===== src/design/dsp_mailbox_with_command_framing_macros.svh =====
// Assertion macros used by the mailbox datapath (dspmb_dp).
`ifndef DSP_MAILBOX_WITH_COMMAND_FRAMING_MACROS_SVH
`define DSP_MAILBOX_WITH_COMMAND_FRAMING_MACROS_SVH

`ifndef ASSERT_OFF

// Property holds at every clock edge outside reset.
`define ASSERT_ALWAYS(label, clk, rst, prop, msg) \
   label: assert property (@(posedge clk) disable iff (rst) (prop)) else $error(msg);

// Consequent holds in the cycle after the antecedent.
`define ASSERT_NEXT(label, clk, rst, ante, cons, msg) \
   label: assert property (@(posedge clk) disable iff (rst) (ante) |=> (cons)) else $error(msg);

`else

`define ASSERT_ALWAYS(label, clk, rst, prop, msg)
`define ASSERT_NEXT(label, clk, rst, ante, cons, msg)

`endif

`endif


===== src/design/dspmb_pkg.sv =====
package dspmb_pkg;

   localparam int MAILBOX_DEPTH = 16;
   localparam int IDX_W = $clog2(MAILBOX_DEPTH);
   localparam int CNT_W = $clog2(MAILBOX_DEPTH + 1);
   localparam int SUM_W = IDX_W + 1;
   localparam int WORD_W = 32;
   localparam int HALF_W = 16;
   localparam int ACT_W = 3;

   typedef logic [IDX_W-1:0] idx_type;
   typedef logic [CNT_W-1:0] cnt_type;
   typedef logic [SUM_W-1:0] sum_type;

   localparam idx_type LAST_IDX = idx_type'(MAILBOX_DEPTH - 1);
   localparam cnt_type DEPTH_CNT = cnt_type'(MAILBOX_DEPTH);
   localparam sum_type DEPTH_SUM = sum_type'(MAILBOX_DEPTH);

   localparam logic [WORD_W-1:0] STATUS_FLAG = 32'h8000_0000;
   localparam logic [WORD_W-1:0] DEFAULT_FRAME_LEN = 32'd2;

   localparam logic [ACT_W-1:0] ACT_POST_FROM = 3'd0;
   localparam logic [ACT_W-1:0] ACT_CHECK_FROM = 3'd1;
   localparam logic [ACT_W-1:0] ACT_READ_FROM = 3'd2;
   localparam logic [ACT_W-1:0] ACT_CHECK_TO = 3'd3;
   localparam logic [ACT_W-1:0] ACT_SEND_TO = 3'd4;
   localparam logic [ACT_W-1:0] ACT_ASSERT_IRQ = 3'd5;

   typedef struct packed {
      logic [ACT_W-1:0]  action;
      logic [WORD_W-1:0] mail_word;
   } req_type;

   typedef struct packed {
      logic [WORD_W-1:0] read_data;
      logic              finish_valid;
      logic [HALF_W-1:0] finish_id;
   } rsp_type;

   typedef struct packed {
      logic load;
      logic exec;
      logic post;
      logic pop;
      logic check;
      logic send;
      logic arm;
   } cmd_type;

   typedef struct packed {
      logic empty;
      logic full;
   } status_type;

endpackage


===== src/design/dspmb_ram.sv =====
module dspmb_ram #(
   parameter int WIDTH = 32,
   parameter int DEPTH = 16
) (
   input  logic                     clock,
   input  logic                     wr_en,
   input  logic [$clog2(DEPTH)-1:0] wr_addr,
   input  logic [WIDTH-1:0]         wr_data,
   input  logic [$clog2(DEPTH)-1:0] rd_addr,
   output logic [WIDTH-1:0]         rd_data
);

   logic [WIDTH-1:0] mem_ff [DEPTH];
   logic [WIDTH-1:0] rd_data_ff;

   always_ff @(posedge clock) begin
      if (wr_en) begin
         mem_ff[wr_addr] <= wr_data;
      end
      rd_data_ff <= mem_ff[rd_addr];
   end

   assign rd_data = rd_data_ff;

endmodule


===== src/design/dspmb_ctrl.sv =====
module dspmb_ctrl (
   input  logic                            clock,
   input  logic                            reset,
   input  logic                            start,
   input  logic [dspmb_pkg::ACT_W-1:0]     action,
   input  dspmb_pkg::status_type           status,
   output logic                            busy,
   output dspmb_pkg::cmd_type              cmd
);

   typedef enum logic [1:0] {
      ST_IDLE = 2'b01,
      ST_EXEC = 2'b10
   } state_type;

   state_type state_ff, state_in;
   logic [dspmb_pkg::ACT_W-1:0] act_ff, act_in;

   always_comb begin
      state_in = state_ff;
      case (state_ff)
         ST_IDLE: begin
            if (start) begin
               state_in = ST_EXEC;
            end
         end
         ST_EXEC: begin
            state_in = ST_IDLE;
         end
         default: begin
            state_in = ST_IDLE;
         end
      endcase
   end

   always_comb begin
      cmd.load  = start && (state_ff == ST_IDLE);
      cmd.exec  = (state_ff == ST_EXEC);
      cmd.post  = cmd.exec && (act_ff == dspmb_pkg::ACT_POST_FROM) && !status.full;
      cmd.check = cmd.exec && (act_ff == dspmb_pkg::ACT_CHECK_FROM) && !status.empty;
      cmd.pop   = cmd.exec && (act_ff == dspmb_pkg::ACT_READ_FROM) && !status.empty;
      cmd.send  = cmd.exec && (act_ff == dspmb_pkg::ACT_SEND_TO);
      cmd.arm   = cmd.exec && (act_ff == dspmb_pkg::ACT_ASSERT_IRQ);
      act_in    = cmd.load ? action : act_ff;
   end

   assign busy = (state_ff == ST_EXEC);

   always_ff @(posedge clock) begin
      if (reset) begin
         state_ff <= ST_IDLE;
      end else begin
         state_ff <= state_in;
      end
      act_ff <= act_in;
   end

endmodule


===== src/design/dspmb_dp.sv =====
`include "dsp_mailbox_with_command_framing_macros.svh"

module dspmb_dp (
   input  logic                             clock,
   input  logic                             reset,
   input  dspmb_pkg::cmd_type               cmd,
   input  logic [dspmb_pkg::WORD_W-1:0]     mail_word,
   output dspmb_pkg::status_type            status,
   output logic                             rsp_valid,
   output dspmb_pkg::rsp_type               rsp_data
);

   logic [dspmb_pkg::WORD_W-1:0] word_ff, word_in;
   dspmb_pkg::idx_type           head_ff, head_in;
   dspmb_pkg::cnt_type           count_ff, count_in;
   logic [dspmb_pkg::WORD_W-1:0] last_ff, last_in;
   logic [dspmb_pkg::WORD_W-1:0] len_ff, len_in;
   logic [dspmb_pkg::WORD_W-1:0] seen_ff, seen_in;
   logic [dspmb_pkg::HALF_W-1:0] first_ff, first_in;
   logic                         armed_ff, armed_in;
   logic                         rsp_valid_ff, rsp_valid_in;
   dspmb_pkg::rsp_type           rsp_ff, rsp_in;

   dspmb_pkg::sum_type           tail_sum;
   dspmb_pkg::idx_type           tail_idx;
   logic [dspmb_pkg::WORD_W-1:0] seen_next;
   logic [dspmb_pkg::HALF_W-1:0] first_hi;
   logic                         finish;
   logic [dspmb_pkg::WORD_W-1:0] rd_data;

   dspmb_ram #(
      .WIDTH (dspmb_pkg::WORD_W),
      .DEPTH (dspmb_pkg::MAILBOX_DEPTH)
   ) u_ring (
      .clock   (clock),
      .wr_en   (cmd.post),
      .wr_addr (tail_idx),
      .wr_data (word_ff),
      .rd_addr (head_ff),
      .rd_data (rd_data)
   );

   assign status.empty = (count_ff == '0);
   assign status.full  = (count_ff == dspmb_pkg::DEPTH_CNT);

   always_comb begin
      // tail = (head + count) mod depth; sum stays below twice the depth
      tail_sum = dspmb_pkg::sum_type'(head_ff) + dspmb_pkg::sum_type'(count_ff);
      if (tail_sum >= dspmb_pkg::DEPTH_SUM) begin
         tail_sum = tail_sum - dspmb_pkg::DEPTH_SUM;
      end
      tail_idx = tail_sum[dspmb_pkg::IDX_W-1:0];

      seen_next = seen_ff + 32'd1;
      first_hi  = (seen_ff == '0) ? word_ff[dspmb_pkg::WORD_W-1:dspmb_pkg::HALF_W] : first_ff;
      finish    = cmd.send && armed_ff && (seen_next == len_ff);

      word_in      = cmd.load ? mail_word : word_ff;
      head_in      = head_ff;
      count_in     = count_ff;
      last_in      = last_ff;
      len_in       = len_ff;
      seen_in      = seen_ff;
      first_in     = first_ff;
      armed_in     = armed_ff;
      rsp_valid_in = cmd.exec;

      if (cmd.post) begin
         count_in = count_ff + 1'b1;
      end
      if (cmd.pop) begin
         head_in  = (head_ff == dspmb_pkg::LAST_IDX) ? '0 : head_ff + 1'b1;
         count_in = count_ff - 1'b1;
      end
      if (cmd.send) begin
         last_in = word_ff;
         if (armed_ff) begin
            first_in = first_hi;
            seen_in  = seen_next;
            if (finish) begin
               armed_in = 1'b0;
            end
         end
      end
      if (cmd.arm) begin
         len_in   = (last_ff != '0) ? last_ff : dspmb_pkg::DEFAULT_FRAME_LEN;
         seen_in  = '0;
         armed_in = 1'b1;
      end

      rsp_in = rsp_ff;
      if (cmd.exec) begin
         rsp_in.read_data    = '0;
         rsp_in.finish_valid = finish;
         rsp_in.finish_id    = finish ? first_hi : '0;
         if (cmd.check) begin
            rsp_in.read_data = dspmb_pkg::STATUS_FLAG |
               {{dspmb_pkg::HALF_W{1'b0}}, rd_data[dspmb_pkg::WORD_W-1:dspmb_pkg::HALF_W]};
         end else if (cmd.pop) begin
            rsp_in.read_data = rd_data;
         end
      end
   end

   always_ff @(posedge clock) begin
      if (reset) begin
         head_ff      <= '0;
         count_ff     <= '0;
         last_ff      <= '0;
         len_ff       <= '0;
         seen_ff      <= '0;
         first_ff     <= '0;
         armed_ff     <= 1'b0;
         rsp_valid_ff <= 1'b0;
      end else begin
         head_ff      <= head_in;
         count_ff     <= count_in;
         last_ff      <= last_in;
         len_ff       <= len_in;
         seen_ff      <= seen_in;
         first_ff     <= first_in;
         armed_ff     <= armed_in;
         rsp_valid_ff <= rsp_valid_in;
      end
      word_ff <= word_in;
      rsp_ff  <= rsp_in;
   end

   assign rsp_valid = rsp_valid_ff;
   assign rsp_data  = rsp_ff;

   `ASSERT_ALWAYS(a_count_range, clock, reset, count_ff <= dspmb_pkg::DEPTH_CNT, "ring count over depth")
   `ASSERT_NEXT(a_finish_disarms, clock, reset, finish, !armed_ff && rsp_ff.finish_valid, "finish left frame armed")
   `ASSERT_NEXT(a_pop_count, clock, reset, cmd.pop, count_ff == $past(count_ff) - 1'b1, "pop did not drop count")
   `ASSERT_ALWAYS(a_no_post_and_pop, clock, reset, !(cmd.post && cmd.pop), "post and pop together")

endmodule


===== src/design/dsp_mailbox_with_command_framing.sv =====
// A request is registered when start is seen while idle; its result is computed in the
// execute state and registered onto rsp_valid and rsp_data.
// A new request is taken only while idle; busy is high for the single execute cycle
// that waits on the registered read of the ring memory.
// Reset (synchronous, active high) clears pointers, count, frame state and the strobe;
// ring contents are not cleared. The receiver cannot stall: each result shows for one cycle.
module dsp_mailbox_with_command_framing (
   input  logic               clock,
   input  logic               reset,
   input  logic               start,
   output logic               busy,
   input  dspmb_pkg::req_type req_data,
   output logic               rsp_valid,
   output dspmb_pkg::rsp_type rsp_data
);

   dspmb_pkg::cmd_type    cmd;
   dspmb_pkg::status_type status;

   dspmb_ctrl u_ctrl (
      .clock  (clock),
      .reset  (reset),
      .start  (start),
      .action (req_data.action),
      .status (status),
      .busy   (busy),
      .cmd    (cmd)
   );

   dspmb_dp u_dp (
      .clock     (clock),
      .reset     (reset),
      .cmd       (cmd),
      .mail_word (req_data.mail_word),
      .status    (status),
      .rsp_valid (rsp_valid),
      .rsp_data  (rsp_data)
   );

endmodule

===== config.mk =====
export PLATFORM = sky130hd
export DESIGN_NAME = dsp_mailbox_with_command_framing
export DESIGN_NICKNAME = d
export VERILOG_FILES = /design/src/design/dspmb_pkg.sv /design/src/design/dspmb_ram.sv /design/src/design/dspmb_ctrl.sv /design/src/design/dspmb_dp.sv /design/src/design/dsp_mailbox_with_command_framing.sv
export VERILOG_INCLUDE_DIRS = /design/src /design/src/design
export SDC_FILE = /design/constraint.sdc
export NUM_CORES = 1
export LEC_CHECK = 0
export ABC_CLOCK_PERIOD_IN_PS = 12600
export BUFFER_PORTS_ARGS = -buffer_cell sky130_fd_sc_hd__buf_2
export CAP_MARGIN = 20
export CELL_PAD_IN_SITES_DETAIL_PLACEMENT = 0
export CELL_PAD_IN_SITES_GLOBAL_PLACEMENT = 1
export CORE_AREA = 2 2 230 232
export CTS_CLUSTER_DIAMETER = 120
export DETAILED_ROUTE_END_ITERATION = 7
export DIE_AREA = 0 0 232 234
export PLACE_DENSITY = 0.91
export SYNTH_ARGS = -nofsm -noshare
export SYNTH_HDL_FRONTEND = slang
export SYNTH_HIERARCHICAL = 1
export SYNTH_SLANG_ARGS = --single-unit

===== constraint.sdc =====
create_clock -name clock -period 12.6 [get_ports clock]
set_input_delay 1.26 -clock clock [delete_from_list [all_inputs] [get_ports clock]]
set_output_delay 1.26 -clock clock [all_outputs]
set_load 0.05 [all_outputs]

==> results_tabular.tex, run 1 <==
\begin{tabular}{lr}
\hline
Metric & Value \\
\hline
\multicolumn{2}{l}{\textbf{Clock tree}} \\
\quad Maximum buffer depth of the clock tree & 3 \\
\quad Buffer count from post-CTS setup fixing & 0 \\
\quad \# clock sinks & 753 \\
\quad Number of levels the H-tree was split into & 3 \\
\quad Resized Gates After CTS & 0 \\
\quad Insertion delay to the later sink of the worst-skew pair & 0.61 ns \\
\quad CTS Hold Buffers Added & 0 \\
\quad CTS tree & built \\
\quad Clock edge transition at the registers on the reported setup and hold paths & 0.06 ns \\
\quad Number of buffers created by CTS & 73 \\
\quad Clk Tree Root Cell & sky130\_fd\_sc\_hd\_\_clkbuf\_16 \\
\multicolumn{2}{l}{\textbf{Synthesis}} \\
\quad Proportion of register bits with asynchronous set or reset after synthesis & 0\% \\
\quad Leading register cell type out of synthesis & sky130\_fd\_sc\_hd\_\_edfxtp\_1 \\
\quad Fraction of post-synthesis cell area in the top cell type by area & between 60\% and 70\% \\
\quad Dominant combinational cell family by area after synthesis & multiplexers \\
\quad Cell area after synthesis & 29230 um2 \\
\quad Top cell type by total area after synthesis & sky130\_fd\_sc\_hd\_\_edfxtp\_1 \\
\quad Fraction of the mapped netlist area in compound gates & 4.606\% \\
\quad Area contributors post-synth & sky130\_fd\_sc\_hd\_\_edfxtp\_1 61\%, sky130\_fd\_sc\_hd\_\_dfxtp\_1 11\%, sky130\_fd\_sc\_hd\_\_mux4\_2 9.9\%, sky130\_fd\_sc\_hd\_\_mux2i\_1 1.7\%, sky130\_fd\_sc\_hd\_\_a22oi\_1 1.6\% \\
\quad Cells after Synth & roughly 1700 \\
\quad Total nets after synthesis & 1756 \\
\quad Sequential-to-total area share from yosys stat & 71.98\% \\
\quad Multiplexer fraction of the synthesized cell area & 11.65\% \\
\quad FF+latch count, synth & about 750 \\
\quad Syn avg cell area & 17.12 um2 \\
\quad Simple logic cell fraction of the synthesized area & 6.857\% \\
\quad Adder-Cell Fraction of Synth Area & less than 1\% \\
\quad Number of flops mapped to enable cells by yosys & 596 \\
\quad Post-synthesis cell type count & 70 \\
\quad Xor-xnor portion of the synthesized cell area & between 2 and 3\% \\
\quad Yosys warning count & 6 \\
\multicolumn{2}{l}{\textbf{Setup path}} \\
\quad Critical Path RT & approximately 13 ns \\
\quad Worst endpoint data arrival time & about 4.2 ns \\
\quad Startpoint types & register \\
\quad Worst Path Max Fanout & 17 \\
\quad Number of cell instances on the worst register-to-register path & 8 \\
\quad Critical setup path kind & reg -> reg \\
\quad Endpoint type of the worst setup path & register \\
\multicolumn{2}{l}{\textbf{Min path}} \\
\quad Number of stages on the worst hold path & 2 \\
\quad Hold crit path type & reg -> reg \\
\multicolumn{2}{l}{\textbf{STA}} \\
\quad Hold violation total from the final report & 0 \\
\quad Number of setup violations in the final report & 0 \\
\quad RSZ-0062 raised after global routing & false \\
\quad Final critical-path required period & 3.804 ns \\
\quad Final setup TNS & 0 ns \\
\quad Final worst clock skew & roughly 0.031 ns \\
\quad Fraction of the cycle the final worst path needs & 30.19\% \\
\quad Maximum achievable frequency & 0.2629 GHz \\
\quad Slew margin rel. & 26.73\% \\
\quad Worst hold margin & approximately 0.45 ns \\
\quad Number of max-slew violations in the final report & 0 \\
\quad Transition time of the tightest slew-check pin & $\sim$1.1 ns \\
\multicolumn{2}{l}{\textbf{Placement}} \\
\quad Placed wire-length estimate after detailed placement & 39370 um \\
\quad Placed cell count & between 2000 and 2500 \\
\quad Buffers on Ports & 88 \\
\quad Final GP Congestion & about 0.9 \\
\multicolumn{2}{l}{\textbf{Cells and area}} \\
\quad Number of diodes & 0 \\
\quad Number of fill cells in the layout & between 3000 and 4000 \\
\quad Leading cell type in the layout, fill and taps excluded & sky130\_fd\_sc\_hd\_\_edfxtp\_1 \\
\quad Area growth from synthesis to layout & 13.07\% \\
\quad Share of post-route cells with drive strength above 1 & 21.94\% \\
\quad Nets@finish & roughly 1800 \\
\quad Commonest cells after routing, fill and taps aside & 596 x sky130\_fd\_sc\_hd\_\_edfxtp\_1, 155 x sky130\_fd\_sc\_hd\_\_dfxtp\_1, 128 x sky130\_fd\_sc\_hd\_\_mux4\_2, 93 x sky130\_fd\_sc\_hd\_\_nor2\_1, 92 x sky130\_fd\_sc\_hd\_\_nand2\_1 \\
\quad Final standard cell count with taps included and fillers excluded & 2548 \\
\multicolumn{2}{l}{\textbf{Floorplanning}} \\
\quad Die Y-Extent & between 200 and 250 um \\
\quad Initial core utilization & between 50\% and 60\% \\
\quad Die X & 232 um \\
\quad Standard-cell rows & 84 \\
\quad I/O pins & roughly 90 \\
\quad Area inside the core boundary & 52020 um2 \\
\quad Overall die area & approximately 54000 um2 \\
\multicolumn{2}{l}{\textbf{Route}} \\
\quad Average routed wire per standard cell & 27.10 um \\
\quad Pre-antenna DRT Iters & 6 \\
\quad Detailed-route via count & 15897 \\
\quad Via density per instance & 6.239 \\
\quad Number of antenna-violating nets in the routed design & 0 \\
\quad Number of design rule violations left after detail routing & 0 \\
\quad Violation count after the first detailed-route iteration & between 1500 and 2000 \\
\quad Sum of routed wire length over all layers & approximately 69000 um \\
\multicolumn{2}{l}{\textbf{Run status}} \\
\quad Run status & finished, final reports clean \\
\multicolumn{2}{l}{\textbf{Global routing}} \\
\quad Global-route total usage across every layer & about a quarter \\
\quad Vias in the first global route & 16149 \\
\quad Number of antenna violations at the first check in global routing & 2 \\
\quad Total global routing overflow & 0 \\
\quad Wire length of the first global-routing pass & 101700 um \\
\quad Maximum number of pins on one net before global-route repair & 67 \\
\multicolumn{2}{l}{\textbf{Power}} \\
\quad Max IR drop VDD & 103.8 uV \\
\quad Leakage power total & 0.01087 uW \\
\quad Pwr per Cell Area & 152.2 nW/um2 \\
\multicolumn{2}{l}{\textbf{Flow run}} \\
\quad Number of max-cap violations & 0 \\
\hline
\end{tabular}
## per-layer routing
metal | up-vias | part of all wire (%) | GRT usage [%]
met4 | 4 | 3.1 | 10.22
met1 | 8090 | 38 | 33.60
met5 | - | 0.039 | 0
li1 | 6913 | - | -
met3 | 146 | 7.4 | 4.049
met2 | 744 | 51 | 43.94
## through the flow
step / utilization [%] / total power (uW) / area, um2 / worst slack (ns)
detailed placement: 58.50 / 2816 / 30430 / 8.509
global route: 63.53 / 5150 / 33050 / 8.515
finish: 63.53 / 5029 / 33050 / 8.796
floorplan: - / 2780 / 29230 / 8.241
global placement: 58.36 / 2810 / 30360 / 8.791
CTS: 63.35 / 5052 / 32960 / 8.552
## worst max-delay path, cell delays in order, from the launching register on
cell                       delay [ns]
sky130_fd_sc_hd__dfxtp_1         0.49
sky130_fd_sc_hd__ha_1            0.38
sky130_fd_sc_hd__nand3_2         0.25
sky130_fd_sc_hd__nor4_4          0.58
sky130_fd_sc_hd__nand4_1         0.19
sky130_fd_sc_hd__xnor2_1         0.22
sky130_fd_sc_hd__o211ai_1        0.12
sky130_fd_sc_hd__or4_1           0.93
sky130_fd_sc_hd__nor4_1          0.41
## power breakdown
part	leakage, uW	switching (uW)	total [uW]	internal [uW]
logic	0.00291	21.3	30.7	9.45
registers	0.00674	41.7	2730	2690
clock network	0.00121	924	2270	1340
## path summary, 6_finish.rpt
kind	from	slack, ns	end
worst max-delay path	u_dp/seen_ff[0]	8.80	u_dp/rsp_data[0]
worst min-delay path	u_dp/first_ff[3]	0.45	u_dp/first_ff[3]
worst max register to register	u_dp/seen_ff[0]	8.80	u_dp/rsp_data[0]
worst min register to register	u_dp/first_ff[3]	0.45	u_dp/first_ff[3]
## Yosys cell counts (all sizes together) (10+ instances only)
master	count
edfxtp	596
dfxtp	157
mux4	128
nor2	110
nand2	92
a22oi	64
clkbuf	57
mux2i	51
xnor2	48
buf	46
a22o	45
nor4	38
xor2	36
a21oi	35
nand4	23
nand3	22
and2	19
nor3	18
inv	12
o21ai	12
or3	10
## state kept, by name (all words and copies together), names as in the netlist
register             flops
u_ctrl/act_ff            3
u_ctrl/state_ff          2
u_dp/armed_ff            1
u_dp/count_ff            5
u_dp/first_ff           16
u_dp/head_ff             4
u_dp/last_ff            32
u_dp/len_ff             32
u_dp/rsp_data           49
u_dp/rsp_valid           1
u_dp/seen_ff            32
u_dp/u_ring/mem_ff     512
u_dp/u_ring/rd_data     32
u_dp/word_ff            32
## cell families (layout without fill, tap and decap cells)
family / Yosys count / count (layout)
xor gates and xnor gates: 84 / 84
buffers and inverters: 116 / 269
AOI/OAI and AO/OA: 185 / 185
and+or+nand+nor: 378 / 378
adders and majority gates: 11 / 11
DFF: 753 / 753
muxes: 180 / 180
## cell type report
class                      count  area [um2]  share of cell area [%]
multi-input combinational    838        7781                   23.54
inverter                      13       48.80                  0.1476
clock buffer                  95        2044                   6.186
clock inverter                40       478.0                   1.446
tap                          688       860.8                   2.604
sequential                   753       21050                   63.68
timing repair buffer         121       790.8                   2.392
Power figures use the tool's default switching activity.
==> run 2: changes to the inputs <==
- ABC_CLOCK_PERIOD_IN_PS: 12600 -> 3900
- CORE_AREA: 2 2 230 232 -> 2 2 238 240
- DIE_AREA: 0 0 232 234 -> 0 0 240 242
- PLACE_DENSITY: 0.91 -> 0.86
- clock period: 12.6 -> 3.9 ns (I/O delays scaled with it)
==> run 2 against run 1 <==
  * Critical path depth up 1
  * Clock-buffer cell count up 16
  * Wire length about the same
  * Sequential power rose to 3.2 times the previous value
  * Setup slack worse by 8.5 ns
  * Global-route usage down 1.6 points
  * Clock power rose to 3.1 times the previous value
  * Total power rose to 3.2 times the previous value
  * Largest cell class unchanged
  * Largest power group unchanged
==> results_tabular.tex, run 2 (synthesis results as in run 1) <==
\begin{tabular}{lr}
\hline
Metric & Value \\
\hline
\multicolumn{2}{l}{\textbf{Global routing}} \\
\quad Maximum number of pins on one net before global-route repair & 67 (unchanged) \\
\quad Global-route total usage across every layer & 24.22\% (was 25.80\%) \\
\quad Wire length of the first global-routing pass & 103300 um (was 101700 um) \\
\quad Vias in the first global route & 16319 (was 16149) \\
\quad Total global routing overflow & 0 (unchanged) \\
\quad Number of antenna violations at the first check in global routing & 2 (unchanged) \\
\multicolumn{2}{l}{\textbf{Setup path}} \\
\quad End of the worst register-to-register path & u\_dp/rsp\_data[3] (was u\_dp/rsp\_data[0]) \\
\quad Highest-delay cell along the critical path & sky130\_fd\_sc\_hd\_\_nor4\_4 (was sky130\_fd\_sc\_hd\_\_or4\_1) \\
\quad Number of cell instances on the worst register-to-register path & 9 (was 8) \\
\quad Startpoint types & register (unchanged) \\
\quad Worst Path Max Fanout & 17 (unchanged) \\
\quad Worst endpoint data arrival time & 3.98 ns (was 4.20 ns) \\
\quad Max incr delay on CP & 0.57 ns (was 0.93 ns) \\
\quad Cells along the critical path & ha\_1 -> nand3\_2 -> nor4\_4 -> nand4\_1 -> xnor2\_1 -> o211ai\_1 -> or4\_1 -> buf\_4 -> nor4\_1 (was ha\_1 -> nand3\_2 -> nor4\_4 -> nand4\_1 -> xnor2\_1 -> o211ai\_1 -> or4\_1 -> nor4\_1) \\
\quad Critical setup path kind & reg -> reg (unchanged) \\
\quad Reg2Reg Launch Point & u\_dp/seen\_ff[0] (unchanged) \\
\quad Reg2reg setup slack & 0.32 ns (was 8.80 ns) \\
\quad Top cell family by delay on the critical path & simple AND/OR/NAND/NOR gates (unchanged) \\
\quad Critical Path Stages & 9 (was 8) \\
\quad Critical Path RT & 4.29 ns (was 13.00 ns) \\
\quad Endpoint type of the worst setup path & register (unchanged) \\
\quad CP bufs+invs & 1 (was 0) \\
\multicolumn{2}{l}{\textbf{Route}} \\
\quad Pre-antenna DRT Iters & 5 (was 6) \\
\quad Via density per instance & 6.081 (was 6.239) \\
\quad Total met3 wirelength after detailed routing & 5466 um (was 5116 um) \\
\quad Detailed-route via count & 16194 (was 15897) \\
\quad Number of design rule violations left after detail routing & 0 (unchanged) \\
\quad DR top layer & met4 (was met5) \\
\quad Sum of routed wire length over all layers & 68980 um (was 69040 um) \\
\quad Average routed wire per standard cell & 25.90 um (was 27.10 um) \\
\quad Met2 routed wirelength & 34530 um (was 35400 um) \\
\quad Routed met1 length & 27170 um (was 26360 um) \\
\quad Violation count after the first detailed-route iteration & 1780 (was 1761) \\
\quad Number of antenna-violating nets in the routed design & 0 (unchanged) \\
\multicolumn{2}{l}{\textbf{Min path}} \\
\quad Source of the worst hold timing path & reset (was u\_dp/first\_ff[3]) \\
\quad Hold crit path type & in -> reg (was reg -> reg) \\
\quad Number of stages on the worst hold path & 2 (unchanged) \\
\quad Min-Delay Endpoint & u\_dp/rsp\_valid (was u\_dp/first\_ff[3]) \\
\multicolumn{2}{l}{\textbf{Floorplanning}} \\
\quad Initial core utilization & 52.45\% (was 56.19\%) \\
\quad Area inside the core boundary & 55730 um2 (was 52020 um2) \\
\quad Standard-cell rows & 87 (was 84) \\
\quad Die X & 240 um (was 232 um) \\
\quad I/O pins & 89 (unchanged) \\
\quad Die Y-Extent & 242 um (was 234 um) \\
\quad Overall die area & 58080 um2 (was 54290 um2) \\
\multicolumn{2}{l}{\textbf{Power}} \\
\quad Max IR drop VDD & 378.4 uV (was 103.8 uV) \\
\quad Leakage power total & 0.01104 uW (was 0.01087 uW) \\
\quad Pwr per Cell Area & 480.4 nW/um2 (was 152.2 nW/um2) \\
\multicolumn{2}{l}{\textbf{STA}} \\
\quad Number of max-slew violations in the final report & 0 (unchanged) \\
\quad Fraction of the cycle the final worst path needs & 91.83\% (was 30.19\%) \\
\quad Hold violation total from the final report & 0 (unchanged) \\
\quad Maximum achievable frequency & 0.2792 GHz (was 0.2629 GHz) \\
\quad Crit path setup slack, layout & 0.3187 ns (was 8.796 ns) \\
\quad Final setup TNS & 0 ns (unchanged) \\
\quad Number of setup violations in the final report & 0 (unchanged) \\
\quad Final critical-path required period & 3.581 ns (was 3.804 ns) \\
\quad Transition time of the tightest slew-check pin & 0.9838 ns (was 1.098 ns) \\
\quad Slew margin rel. & 34.42\% (was 26.73\%) \\
\quad Final worst clock skew & 0.02311 ns (was 0.03077 ns) \\
\quad RSZ-0062 raised after global routing & false (unchanged) \\
\multicolumn{2}{l}{\textbf{Placement}} \\
\quad Worst slack at placement & 0.3753 ns (was 8.509 ns) \\
\quad Placed cell count & 2489 (was 2408) \\
\quad Final GP Congestion & 0.8819 (was 0.9100) \\
\quad Total cell area at the placement stage & 30670 um2 (was 30430 um2) \\
\quad Placed wire-length estimate after detailed placement & 39150 um (was 39370 um) \\
\quad Buffers on Ports & 88 (unchanged) \\
\multicolumn{2}{l}{\textbf{Flow run}} \\
\quad Number of max-cap violations & 0 (unchanged) \\
\multicolumn{2}{l}{\textbf{Clock tree}} \\
\quad Number of buffers created by CTS & 74 (was 73) \\
\quad Maximum buffer depth of the clock tree & 3 (unchanged) \\
\quad Clock edge transition at the registers on the reported setup and hold paths & 0.06 ns (about the same) \\
\quad Insertion delay to the later sink of the worst-skew pair & 0.61 ns (about the same) \\
\quad Number of levels the H-tree was split into & 3 (unchanged) \\
\quad \# clock sinks & 753 (unchanged) \\
\quad CTS tree & built (unchanged) \\
\quad Clk Tree Root Cell & sky130\_fd\_sc\_hd\_\_clkbuf\_16 (unchanged) \\
\quad Buffer count from post-CTS setup fixing & 0 (unchanged) \\
\multicolumn{2}{l}{\textbf{Cells and area}} \\
\quad Share of post-route cells with drive strength above 1 & 22.08\% (was 21.94\%) \\
\quad Max FFs per register & 512 (unchanged) \\
\quad Total non-filler cell area in the finished layout & 33510 um2 (was 33050 um2) \\
\quad Commonest cells after routing, fill and taps aside & 596 x sky130\_fd\_sc\_hd\_\_edfxtp\_1, 155 x sky130\_fd\_sc\_hd\_\_dfxtp\_1, 128 x sky130\_fd\_sc\_hd\_\_mux4\_2, 92 x sky130\_fd\_sc\_hd\_\_nor2\_1, 92 x sky130\_fd\_sc\_hd\_\_nand2\_1 (was 596 x sky130\_fd\_sc\_hd\_\_edfxtp\_1, 155 x sky130\_fd\_sc\_hd\_\_dfxtp\_1, 128 x sky130\_fd\_sc\_hd\_\_mux4\_2, 93 x sky130\_fd\_sc\_hd\_\_nor2\_1, 92 x sky130\_fd\_sc\_hd\_\_nand2\_1) \\
\quad Register name with the most flops & u\_dp/u\_ring/mem\_ff (unchanged) \\
\quad Nets@finish & 1894 (was 1849) \\
\quad Leading cell type in the layout, fill and taps excluded & sky130\_fd\_sc\_hd\_\_edfxtp\_1 (unchanged) \\
\quad Final standard cell count with taps included and fillers excluded & 2663 (was 2548) \\
\quad Number of diodes & 0 (unchanged) \\
\quad Area growth from synthesis to layout & 14.64\% (was 13.07\%) \\
\multicolumn{2}{l}{\textbf{Run status}} \\
\quad Run status & finished, final reports clean (unchanged) \\
\hline
\end{tabular}
## run 2: changes by cell type in the layout (fill, tap and decap cells not counted), sizes merged
| cell | change |
|---|---|
| buf | +9 |
| inv | -1 |
| bufinv | -7 |
| clkinv | +1 |
| clkinvlp | -6 |
| dlygate4sd3 | +35 |
| clkbuf | +16 |
## run 2: what timing repair did
| item | in CTS | in global routing |
|---|---|---|
| endpoints found under the hold margin | 35 | 0 |
| hold buffers | 35 | 0 |
| resized for setup | 0 | 0 |
| endpoints found under the setup margin | 0 | 0 |
## run 2: worst max path at each step
stage / start / endpoint / slack [ns]
finish: u_dp/seen_ff[0] / u_dp/rsp_data[3] / 0.32
global route: u_dp/seen_ff[0] / u_dp/rsp_data[3] / 0.06
CTS: u_dp/seen_ff[0] / u_dp/rsp_data[3] / 0.34
detailed placement: u_dp/seen_ff[0] / u_dp/rsp_data[0] / 0.38
global placement: u_dp/seen_ff[0] / u_dp/rsp_data[3] / 0.53
floorplan: u_dp/head_ff[0] / u_dp/u_ring/mem_ff[1][0] / 0.41
## run 2: power by group
part	total, uW	switching (uW)	internal [uW]
clock	7150	3000	4150
sequential	8820	123	8690
combinational	132	77.4	54.4
total	16100	3200	12900
## run 2: metal layers
metal / GRT usage, % / vias up
li1: - / 7008
met1: 32.82 / 8310
met2: 40.10 / 760
met3: 4.045 / 116
met4: 8.038 / 0
met5: 0 / -
## run 2: cell type report
type                    instances  area (um2)
inverters                      13       48.80
clock inverters                27       231.5
well taps                     756       945.9
flip-flops and latches        753       21050
fillers                      3972       22220
multi-input cells             838        7809
repair buffers                165        1189
clock buffers                 111        2240
## run 2: metrics by stage
step	util (%)	hold slack, ns	power [uW]
finish	60.13	0.05279	16100
CTS	60.09	0.009246	16190
global route	60.13	0.04453	16510
detailed placement	55.03	0.4465	9088
global placement	55.00	0.4411	9075
floorplan	-	0.4357	8981
==> run 3: changes to the inputs <==
- CORE_AREA: 2 2 238 240 -> 2 2 231 233
- CTS_BUF_LIST: default -> sky130_fd_sc_hd__clkbuf_2
- DIE_AREA: 0 0 240 242 -> 0 0 233 235
- PLACE_DENSITY: 0.86 -> 0.9
- SYNTH_HIERARCHICAL: 1 -> default
==> run 3 against run 2 <==
  * Cell area is 1.2% lower
  * Fmax fell by 3.6%
  * Critical path depth did not move
  * Clock power down 25%
  * Total power fell by 11%
  * Critical endpoint is now u_dp.rsp_data[3]
  * Largest power group unchanged
  * Highest routed layer is now met5
==> results_tabular.tex, run 3 <==
\begin{tabular}{lr}
\hline
Metric & Value \\
\hline
\multicolumn{2}{l}{\textbf{Synthesis}} \\
\quad Most frequent cells after synthesis & 596 x sky130\_fd\_sc\_hd\_\_edfxtp\_1, 160 x sky130\_fd\_sc\_hd\_\_mux4\_2, 157 x sky130\_fd\_sc\_hd\_\_dfxtp\_1 (was 596 x sky130\_fd\_sc\_hd\_\_edfxtp\_1, 157 x sky130\_fd\_sc\_hd\_\_dfxtp\_1, 128 x sky130\_fd\_sc\_hd\_\_mux4\_2) \\
\quad Post-synthesis cell type count & 65 (was 70) \\
\quad Proportion of register bits with asynchronous set or reset after synthesis & 0\% (unchanged) \\
\quad Sequential-to-total area share from yosys stat & 72.42\% (was 71.98\%) \\
\quad Leading register cell type out of synthesis & sky130\_fd\_sc\_hd\_\_edfxtp\_1 (unchanged) \\
\quad Yosys warning count & 0 (was 6) \\
\quad Fraction of post-synthesis cell area in the top cell type by area & 61.60\% (was 61.23\%) \\
\quad Top cell type by total area after synthesis & sky130\_fd\_sc\_hd\_\_edfxtp\_1 (unchanged) \\
\quad Syn avg cell area & 17.43 um2 (was 17.12 um2) \\
\quad Area contributors post-synth & sky130\_fd\_sc\_hd\_\_edfxtp\_1 62\%, sky130\_fd\_sc\_hd\_\_mux4\_2 12\%, sky130\_fd\_sc\_hd\_\_dfxtp\_1 11\%, sky130\_fd\_sc\_hd\_\_nand2\_1 1.8\%, sky130\_fd\_sc\_hd\_\_a22o\_1 1.3\% (was sky130\_fd\_sc\_hd\_\_edfxtp\_1 61\%, sky130\_fd\_sc\_hd\_\_dfxtp\_1 11\%, sky130\_fd\_sc\_hd\_\_mux4\_2 9.9\%, sky130\_fd\_sc\_hd\_\_mux2i\_1 1.7\%, sky130\_fd\_sc\_hd\_\_a22oi\_1 1.6\%) \\
\quad Cell area after synthesis & 29050 um2 (was 29230 um2) \\
\quad FF+latch count, synth & 753 (unchanged) \\
\quad Cells after Synth & 1667 (was 1707) \\
\quad Number of flops mapped to enable cells by yosys & 596 (unchanged) \\
\quad Total nets after synthesis & 1716 (was 1756) \\
\quad Most common cell in the synthesized netlist & sky130\_fd\_sc\_hd\_\_edfxtp\_1 (unchanged) \\
\multicolumn{2}{l}{\textbf{Route}} \\
\quad Via density per instance & 5.881 (was 6.081) \\
\quad Number of design rule violations left after detail routing & 0 (unchanged) \\
\quad Sum of routed wire length over all layers & 66640 um (was 68980 um) \\
\quad Average routed wire per standard cell & 23.86 um (was 25.90 um) \\
\quad Detailed-route via count & 16425 (was 16194) \\
\quad Pre-antenna DRT Iters & 7 (was 5) \\
\quad Violation count after the first detailed-route iteration & 1684 (was 1780) \\
\quad Routed met1 length & 25380 um (was 27170 um) \\
\quad Met2 routed wirelength & 33720 um (was 34530 um) \\
\quad Number of antenna-violating nets in the routed design & 0 (unchanged) \\
\quad Total met3 wirelength after detailed routing & 5850 um (was 5466 um) \\
\quad DR top layer & met5 (was met4) \\
\multicolumn{2}{l}{\textbf{Setup path}} \\
\quad Worst endpoint data arrival time & 4.88 ns (was 3.98 ns) \\
\quad Critical Path RT & 5.06 ns (was 4.29 ns) \\
\quad Reg2Reg Launch Point & u\_dp.seen\_ff[4] (was u\_dp/seen\_ff[0]) \\
\quad Endpoint type of the worst setup path & register (unchanged) \\
\quad CP startpoint & u\_dp.seen\_ff[4] (was u\_dp/seen\_ff[0]) \\
\quad Worst Path Max Fanout & 17 (unchanged) \\
\quad Critical setup path kind & reg -> reg (unchanged) \\
\quad Startpoint types & register (unchanged) \\
\quad Number of cell instances on the worst register-to-register path & 9 (unchanged) \\
\multicolumn{2}{l}{\textbf{Cells and area}} \\
\quad Commonest cells after routing, fill and taps aside & 596 x sky130\_fd\_sc\_hd\_\_edfxtp\_1, 269 x sky130\_fd\_sc\_hd\_\_clkbuf\_2, 160 x sky130\_fd\_sc\_hd\_\_mux4\_2, 153 x sky130\_fd\_sc\_hd\_\_dfxtp\_1, 137 x sky130\_fd\_sc\_hd\_\_nand2\_1 (was 596 x sky130\_fd\_sc\_hd\_\_edfxtp\_1, 155 x sky130\_fd\_sc\_hd\_\_dfxtp\_1, 128 x sky130\_fd\_sc\_hd\_\_mux4\_2, 92 x sky130\_fd\_sc\_hd\_\_nor2\_1, 92 x sky130\_fd\_sc\_hd\_\_nand2\_1) \\
\quad Number of fill cells in the layout & 3575 (was 3972) \\
\quad Final standard cell count with taps included and fillers excluded & 2793 (was 2663) \\
\quad Area growth from synthesis to layout & 13.98\% (was 14.64\%) \\
\quad Leading cell type in the layout, fill and taps excluded & sky130\_fd\_sc\_hd\_\_edfxtp\_1 (unchanged) \\
\quad Register name with the most flops & u\_dp.u\_ring.mem\_ff (was u\_dp/u\_ring/mem\_ff) \\
\quad Max FFs per register & 512 (unchanged) \\
\quad Share of post-route cells with drive strength above 1 & 29.67\% (was 22.08\%) \\
\quad Nets@finish & 2002 (was 1894) \\
\multicolumn{2}{l}{\textbf{Clock tree}} \\
\quad Insertion delay to the later sink of the worst-skew pair & 1.33 ns (was 0.61 ns) \\
\quad CTS tree & built (unchanged) \\
\quad \# clock sinks & 753 (unchanged) \\
\quad Clk Tree Root Cell & sky130\_fd\_sc\_hd\_\_clkbuf\_2 (was sky130\_fd\_sc\_hd\_\_clkbuf\_16) \\
\quad Clock edge transition at the registers on the reported setup and hold paths & 0.11 ns (was 0.06 ns) \\
\quad Number of levels the H-tree was split into & 4 (was 3) \\
\quad Number of buffers created by CTS & 173 (was 74) \\
\quad Maximum buffer depth of the clock tree & 3 (unchanged) \\
\multicolumn{2}{l}{\textbf{Power}} \\
\quad Leakage power total & 0.01122 uW (was 0.01104 uW) \\
\quad Max IR drop VDD & 199.7 uV (was 378.4 uV) \\
\quad Pwr per Cell Area & 432.1 nW/um2 (was 480.4 nW/um2) \\
\multicolumn{2}{l}{\textbf{Global routing}} \\
\quad Wire length of the first global-routing pass & 99840 um (was 103300 um) \\
\quad Number of antenna violations at the first check in global routing & 4 (was 2) \\
\quad Maximum number of pins on one net before global-route repair & 106 (was 67) \\
\quad Total global routing overflow & 0 (unchanged) \\
\quad Vias in the first global route & 16863 (was 16319) \\
\quad Global-route total usage across every layer & 24.99\% (was 24.22\%) \\
\multicolumn{2}{l}{\textbf{STA}} \\
\quad Final setup TNS & 0 ns (unchanged) \\
\quad Maximum achievable frequency & 0.2691 GHz (was 0.2792 GHz) \\
\quad Crit path setup slack, layout & 0.1841 ns (was 0.3187 ns) \\
\quad Slew margin rel. & 37.00\% (was 34.42\%) \\
\quad Final worst clock skew & 0.08392 ns (was 0.02311 ns) \\
\quad RSZ-0062 raised after global routing & false (unchanged) \\
\quad Transition time of the tightest slew-check pin & 0.9416 ns (was 0.9838 ns) \\
\quad Final critical-path required period & 3.716 ns (was 3.581 ns) \\
\quad Number of setup violations in the final report & 0 (unchanged) \\
\quad Fraction of the cycle the final worst path needs & 95.28\% (was 91.83\%) \\
\quad Hold violation total from the final report & 0 (unchanged) \\
\quad Number of max-slew violations in the final report & 0 (unchanged) \\
\multicolumn{2}{l}{\textbf{Placement}} \\
\quad Final GP Congestion & 0.8639 (was 0.8819) \\
\quad Worst slack at placement & 0.2775 ns (was 0.3753 ns) \\
\quad Placed wire-length estimate after detailed placement & 39630 um (was 39150 um) \\
\quad Placed cell count & 2391 (was 2489) \\
\quad Buffers on Ports & 88 (unchanged) \\
\multicolumn{2}{l}{\textbf{Floorplanning}} \\
\quad Die Y-Extent & 235 um (was 242 um) \\
\quad Overall die area & 54760 um2 (was 58080 um2) \\
\quad Die X & 233 um (was 240 um) \\
\quad Standard-cell rows & 84 (was 87) \\
\quad Initial core utilization & 55.62\% (was 52.45\%) \\
\quad I/O pins & 89 (unchanged) \\
\quad Area inside the core boundary & 52240 um2 (was 55730 um2) \\
\multicolumn{2}{l}{\textbf{Min path}} \\
\quad Number of stages on the worst hold path & 4 (was 2) \\
\quad Hold crit path type & in -> reg (unchanged) \\
\quad Source of the worst hold timing path & reset (unchanged) \\
\multicolumn{2}{l}{\textbf{Flow run}} \\
\quad Number of max-cap violations & 0 (unchanged) \\
\multicolumn{2}{l}{\textbf{Run status}} \\
\quad Run status & finished, final reports clean (unchanged) \\
\hline
\end{tabular}
run 3: per-layer routing:
| metal | track usage (%) | vias to the layer above |
|---|---|---|
| met1 | 32.54 | 8269 |
| met3 | 6.893 | 114 |
| met4 | 8.994 | 2 |
| li1 | - | 7240 |
| met2 | 40.58 | 800 |
| met5 | 0 | - |
run 3: cell type report:
| cell class | instances | area, um2 | area share (%) |
|---|---|---|---|
| clock inverter | 56 | 426.7 | 1.288 |
| tap | 688 | 860.8 | 2.599 |
| inverter | 15 | 56.30 | 0.1700 |
| sequential | 753 | 21050 | 63.57 |
| timing repair buffer | 206 | 1655 | 4.999 |
| clock buffer | 269 | 1346 | 4.065 |
| antenna | 2 | 5.005 | 0.01511 |
| multi-input combinational | 804 | 7715 | 23.30 |
run 3: logic make-up (layout without fill, tap and decap cells):
| kind of cell | Yosys count | in the layout | synth area share, % |
|---|---|---|---|
| compound gates | 159 | 159 | 3.648 |
| xor+xnor | 71 | 71 | 2.140 |
| fa+ha+maj | 11 | 11 | 0.5254 |
| buf+inv | 110 | 546 | 1.550 |
| other cells | 0 | 2 | 0 |
| flops | 753 | 753 | 72.42 |
| simple gates | 383 | 383 | 6.624 |
| mux | 180 | 180 | 13.09 |
run 3: through the flow:
| step | instance area, um2 | power (uW) | hold WS (ns) | util [%] |
|---|---|---|---|---|
| global route | 33120 | 14850 | 0.1136 | 63.40 |
| CTS | 33100 | 14430 | 0.09693 | 63.36 |
| finish | 33120 | 14310 | 0.2667 | 63.40 |
| detailed placement | 30580 | 9090 | 0.4482 | 58.55 |
| floorplan | 29060 | 8982 | 0.4357 | - |
| global placement | 30580 | 9073 | 0.4418 | 58.55 |
run 3: critical path, stage by stage, from the launching register on:
cell and delay (ns):
sky130_fd_sc_hd__dfxtp_1 0.53, sky130_fd_sc_hd__nand3_2 0.24, sky130_fd_sc_hd__nor4_4 0.62, sky130_fd_sc_hd__a311oi_1 0.19
sky130_fd_sc_hd__a2111oi_0 0.47, sky130_fd_sc_hd__o211ai_1 0.23, sky130_fd_sc_hd__nor4_2 0.38, sky130_fd_sc_hd__or4b_1 0.47
sky130_fd_sc_hd__buf_4 0.26, sky130_fd_sc_hd__nor2_1 0.15
run 3: power breakdown:
group | switching [uW] | internal (uW) | leakage, uW
Combinational | 84.9 | 76.3 | 0.00316
Clock | 3030 | 2310 | 0.00131
Sequential | 122 | 8680 | 0.00674
run 3: repair_timing:
item                                    CTS  global route
hold endpoints to repair                161             0
hold buffers                             74             0
endpoints found under the setup margin    0             1
resized for setup                         0             0
buffers inserted                          0             0
run 3: path summary, 6_finish.rpt:
path / end / slack (ns)
max: u_dp.rsp_data[3] / 0.18
min: u_dp.len_ff[26] / 0.27
max reg2reg: u_dp.rsp_data[3] / 0.18
min reg2reg: u_dp.first_ff[0] / 0.46
